File: src/sv/hwmb_pkg.sv
// shared types, codes and widths for the histogram with tracked mode bin
// no dependencies
`timescale 1ns / 1ps

package hwmb_pkg;

   localparam int DATA_W       = 32;
   localparam int BW_W         = 31;
   localparam int KIND_W       = 2;
   localparam int SEL_W        = 8;
   localparam int CSR_IDX_W    = 2;
   localparam int NUM_BINS_DEF = 256;
   localparam int DIV_STEPS    = 32;
   localparam int DIV_CNT_W    = 5;

   localparam logic [KIND_W-1:0] KIND_INSERT = 2'd0;
   localparam logic [KIND_W-1:0] KIND_TEST   = 2'd1;
   localparam logic [KIND_W-1:0] KIND_READ   = 2'd2;

   localparam logic [CSR_IDX_W-1:0] REG_RANGE_MIN = 2'd0;
   localparam logic [CSR_IDX_W-1:0] REG_RANGE_MAX = 2'd1;
   localparam logic [CSR_IDX_W-1:0] REG_BIN_WIDTH = 2'd2;

   localparam logic [DATA_W-1:0] RANGE_MIN_RST = 32'h0000_0000;
   localparam logic [DATA_W-1:0] RANGE_MAX_RST = 32'h0001_0000;
   localparam logic [BW_W-1:0]   BIN_WIDTH_RST = 31'h0001_0000;

   // controller to datapath
   typedef struct packed {
      logic clr_step;
      logic take_item;
      logic div_biu;
      logic div_item;
      logic biu_load;
      logic rd_issue;
      logic finish;
   } hwmb_cmd_type;

   // datapath to controller
   typedef struct packed {
      logic sweep_last;
      logic div_done;
      logic need_div;
      logic is_read;
      logic out_free;
   } hwmb_sts_type;

   function automatic logic csr_hit(input logic we, input logic [CSR_IDX_W-1:0] idx);
      csr_hit = we && (idx == REG_RANGE_MIN || idx == REG_RANGE_MAX || idx == REG_BIN_WIDTH);
   endfunction

endpackage

File: src/sv/hwmb_ctrl.sv
// controller: clearing sweep, bin count setup, per-item sequencing
// depends on hwmb_pkg
`timescale 1ns / 1ps

module hwmb_ctrl (
   input  logic                            clock,
   input  logic                            reset,
   input  logic                            csr_we,
   input  logic [hwmb_pkg::CSR_IDX_W-1:0]  csr_index,
   input  logic                            req_valid,
   output logic                            req_ready,
   input  hwmb_pkg::hwmb_sts_type          sts,
   output hwmb_pkg::hwmb_cmd_type          cmd
);
   import hwmb_pkg::*;

   localparam logic [2:0] ST_CLR      = 3'd0;
   localparam logic [2:0] ST_BIU      = 3'd1;
   localparam logic [2:0] ST_BIU_WAIT = 3'd2;
   localparam logic [2:0] ST_IDLE     = 3'd3;
   localparam logic [2:0] ST_PREP     = 3'd4;
   localparam logic [2:0] ST_DIV      = 3'd5;
   localparam logic [2:0] ST_READ     = 3'd6;
   localparam logic [2:0] ST_FIN      = 3'd7;

   logic [2:0] state_ff, state_in;
   logic       cfg_wr;

   assign cfg_wr    = csr_hit(csr_we, csr_index);
   assign req_ready = (state_ff == ST_IDLE);

   always_comb begin
      state_in = state_ff;
      cmd      = '0;
      unique case (state_ff)
         ST_CLR: begin
            cmd.clr_step = 1'b1;
            if (sts.sweep_last) state_in = ST_BIU;
         end
         ST_BIU: begin
            cmd.div_biu = 1'b1;
            state_in    = ST_BIU_WAIT;
         end
         ST_BIU_WAIT: begin
            if (sts.div_done) begin
               cmd.biu_load = 1'b1;
               state_in     = ST_IDLE;
            end
         end
         ST_IDLE: begin
            if (req_valid) begin
               cmd.take_item = 1'b1;
               state_in      = ST_PREP;
            end
         end
         ST_PREP: begin
            if (sts.need_div) begin
               cmd.div_item = 1'b1;
               state_in     = ST_DIV;
            end else if (sts.is_read) begin
               state_in = ST_READ;
            end else begin
               state_in = ST_FIN;
            end
         end
         ST_DIV: begin
            if (sts.div_done) state_in = ST_READ;
         end
         ST_READ: begin
            cmd.rd_issue = 1'b1;
            state_in     = ST_FIN;
         end
         ST_FIN: begin
            if (sts.out_free) begin
               cmd.finish = 1'b1;
               state_in   = ST_IDLE;
            end
         end
         default: state_in = ST_CLR;
      endcase
      // any register write restarts the sweep
      if (cfg_wr) state_in = ST_CLR;
   end

   always_ff @(posedge clock) begin
      if (reset) begin
         state_ff <= ST_CLR;
      end else begin
         state_ff <= state_in;
      end
   end

   a_cfg_clears: assert property (@(posedge clock) disable iff (reset)
      cfg_wr |=> (state_ff == ST_CLR))
      else $error("register write did not restart the clear");

   a_read_entry: assert property (@(posedge clock) disable iff (reset)
      (state_ff == ST_READ) |-> ($past(state_ff) == ST_DIV || $past(state_ff) == ST_PREP))
      else $error("memory read entered out of sequence");

   a_fin_entry: assert property (@(posedge clock) disable iff (reset)
      (state_ff == ST_FIN && $past(state_ff) != ST_FIN)
      |-> ($past(state_ff) == ST_READ || $past(state_ff) == ST_PREP))
      else $error("finish entered out of sequence");

endmodule

File: config.mk
export PLATFORM = sky130hd
export DESIGN_NAME = hwmb_ctrl
export DESIGN_NICKNAME = d
export VERILOG_FILES = /design/src/sv/hwmb_pkg.sv /design/src/sv/hwmb_ctrl.sv
export SDC_FILE = /design/constraint.sdc
export NUM_CORES = 1
export LEC_CHECK = 0
export ABC_AREA = 1
export ABC_CLOCK_PERIOD_IN_PS = 1000
export BUFFER_PORTS_ARGS = -buffer_cell sky130_fd_sc_hd__buf_2
export CELL_PAD_IN_SITES_DETAIL_PLACEMENT = 0
export CELL_PAD_IN_SITES_GLOBAL_PLACEMENT = 2
export CORE_ASPECT_RATIO = 0.75
export CORE_MARGIN = 2
export CORE_UTILIZATION = 15
export CTS_CLUSTER_SIZE = 30
export DETAILED_ROUTE_END_ITERATION = 8
export HOLD_SLACK_MARGIN = 0.08
export PLACE_DENSITY_LB_ADDON = 0.1
export RECOVER_POWER = 50
export SYNTH_ARGS = -nofsm -noshare
export SYNTH_HDL_FRONTEND = slang
export SYNTH_SLANG_ARGS = --single-unit
File: constraint.sdc
create_clock -name clock -period 1 [get_ports clock]
set_input_delay 0.05 -clock clock [delete_from_list [all_inputs] [get_ports clock]]
set_output_delay 0.05 -clock clock [all_outputs]
set_load 0.01 [all_outputs]
==> key figures <==
Floorplanning
  • Die width: 55.3 um
  • Starting Density: 16.6%
  • Core ar.: 1790 um2
  • Rows: 13
  • Floorplan die height: 42.5 um
  • # IOs: 19
  • Die Area: 2350 um2

CTS
  • Total CTS buffers: 3
  • Clock transition at path regs: 0.04 ns
  • Clk buf depth: 2
  • Clock insertion delay at the later pin of the skew report: 0.24 ns
  • CTS sink count: 3
  • CTS root buffer: clkbuf_4
  • Hold-fix buffers, CTS: 0
  • CTS tree: done
  • Htree depth: 1

Worst setup path
  • CP required: 0.95 ns
  • WP buf/inv: 3
  • Max FO, Critical Path: 6
  • Worst-path cell chain: inv_8 -> nand3_4 -> buf_6 -> nor2_2 -> buf_2
  • Reg-to-Reg Start: state_ff[2]
  • Crit path capture type: output port
  • Critical Path Start: state_ff[2]
  • WS Path Type: reg2out
  • CP Data Arrival Time: 1.09 ns
  • Slowest-stage cell, CP: dfxtp_4
  • Slowest stage delay, CP: 0.37 ns
  • Critical path launch point type: flop
  • Cell family with most CP delay: flip-flops

Final layout
  • Regs by FF count: state_ff: 3 flops
  • Max reg flops: 3
  • Top reg by flops: state_ff
  • Antenna cells: 0
  • Fillers: 198
  • Post-layout util: 39.2%
  • Area grow syn2layout: 137%
  • Share of layout cells above drive strength 1: 67.4%
  • Non-filler cells, final: 111
  • Final Net Count: 101

Logic synthesis
  • Synth Warn #: 0
  • Post-Syn Area: 297 um2
  • Cell count after synthesis: 53
  • Seq/Total Area, Yosys: 20.3%
  • Post-synth cell types: 14
  • Yosys reg bits: 3
  • Dominant cell type by area after synthesis: dfxtp_1
  • Synth area leaders: dfxtp_1 20%, nand2_1 14%, inv_1 13%, nor2_1 11%, nand3_2 10%
  • Synth Area per Inst: 5.59 um2
  • Share of Yosys cell area claimed by the top area cell type: 20.3%
  • Syn nets: 64

Min path
  • Hold_sp: reset
  • Hold Path Class: in2reg

STA
  • Finish-stage setup viols: 11
  • RSZ-0062 raised after global routing: true
  • Fmax: 0.880 GHz
  • Worst Tran Pin Value: 0.271 ns
  • Tmin final: 1.14 ns
  • Period utilisation layout: 114%
  • Skew final: 0.00855 ns
  • Slew headroom: 81.9%
  • Max Slew Vio Count: 0
  • Final Hold Fails: 0
  • Final WS setup: -0.136 ns
  • Fin Setup TNS: -1.14 ns

Global routing
  • Vias in the first global route: 468
  • Congestion Overflow GR: 0
  • Initial antenna violation count: 0
  • Total GRT Usage: 10.3%
  • Global-route wire length before repair: 1830 um
  • Largest net degree at the start of global routing: 7

Flow run
  • Maxcap violations: 0

Outcome
  • Status: finished, violations left
  • Violated checks: setup timing

Route
  • Final ANT Viol Nets: 0
  • Routed Wire Length: 1130 um
  • Drt wl/cell: 10.1 um
  • Vias per cell: 4.14
  • Via count: 459
  • First drt pass iteration count: 2
  • DRC errors left: 0
  • Initial drt markers: 8

Place
  • Placed cells: 100
  • Final GP Congestion: 0.697
  • DP HPWL: 762 um
  • # port buffers: 18

Power and ir drop
  • Leak Pwr: 0.367 nW
  • Maximum VDD drop: 319 uV
  • Pwr Total: 0.649 mW
  • PwrDens: 924 nW/um2
cells in the final DEF (no fill, tap or decap), drive strengths merged:
master,synthesis,layout
nor3,3,3
a21oi,3,3
o211ai,1,1
inv,11,11
clkbuf,0,4
buf,0,32
nand2,13,13
o21ai,1,1
dfxtp,3,3
nor2,10,10
nand4,1,1
nand3,7,7
tightest hold or removal path: cells and delay by family:
kind	cells	cell delay [ns]
simple gates	2	0.10
buf+inv	1	0.07
compound gates	1	0.06
report_power, final:
part           internal (mW)  leakage (nW)  total, mW  switching (mW)
Combinational          0.140         0.326      0.268           0.128
Sequential             0.127        0.0267      0.156          0.0289
Clock                  0.150        0.0150      0.225          0.0747
Total                  0.417         0.367      0.649           0.232
synth_stat cells, drive strengths merged:
cell,instances
inv,11
dfxtp,3
o211ai,1
o21ai,1
a21oi,3
nand2,13
nand3,7
nor3,3
nand4,1
nor2,10
cell families (layout without fill, tap and decap cells):
group	count (synthesis)	count (layout)	share of synthesized area (%)
buf+inv	11	47	14.8
compound gates	5	5	9.28
flops	3	3	20.3
simple gates	34	34	55.7
per-stage QoR:
step | instance area (um2) | setup slack (ns) | hold WS (ns)
after floorplan | 323 | -0.00130 | 0.203
after global placement | 493 | -0.183 | 0.333
after detailed placement | 493 | -0.0714 | 0.336
after CTS | 634 | -0.143 | 0.0884
after global routing | 702 | -0.193 | 0.109
final | 702 | -0.136 | 0.0708
metal layers:
| layer | vias up | GRT usage [%] | routed length, um |
|---|---|---|---|
| met5 | - | 0 | 0 |
| met4 | 0 | 8.78 | 24 |
| met3 | 2 | 3.09 | 55 |
| met2 | 13 | 18.8 | 617 |
| met1 | 202 | 9.45 | 428 |
| li1 | 242 | - | - |
final timing paths:
kind	to	slack (ns)	cells past startpoint
setup / recovery	cmd[5]	-0.14	5
setup reg to reg	state_ff[1]	-0.12	7
hold reg to reg	state_ff[2]	0.66	3
hold / removal	state_ff[1]	0.07	4
area by class of cell:
cell class	instances	area [um2]	area share (%)
clock buffer	4	26.3	3.74
inverter	11	58.8	8.38
multi-input combinational	39	298	42.4
sequential	3	71.3	10.2
tap	22	27.5	3.92
timing repair buffer	32	220	31.4
what timing repair did:
action,in CTS,in global routing
resized for setup,18,16
setup endpoints to repair,10,11
cloned,0,0
setup buffers,7,0
pin swaps,6,7
Power figures use the tool's default switching activity.
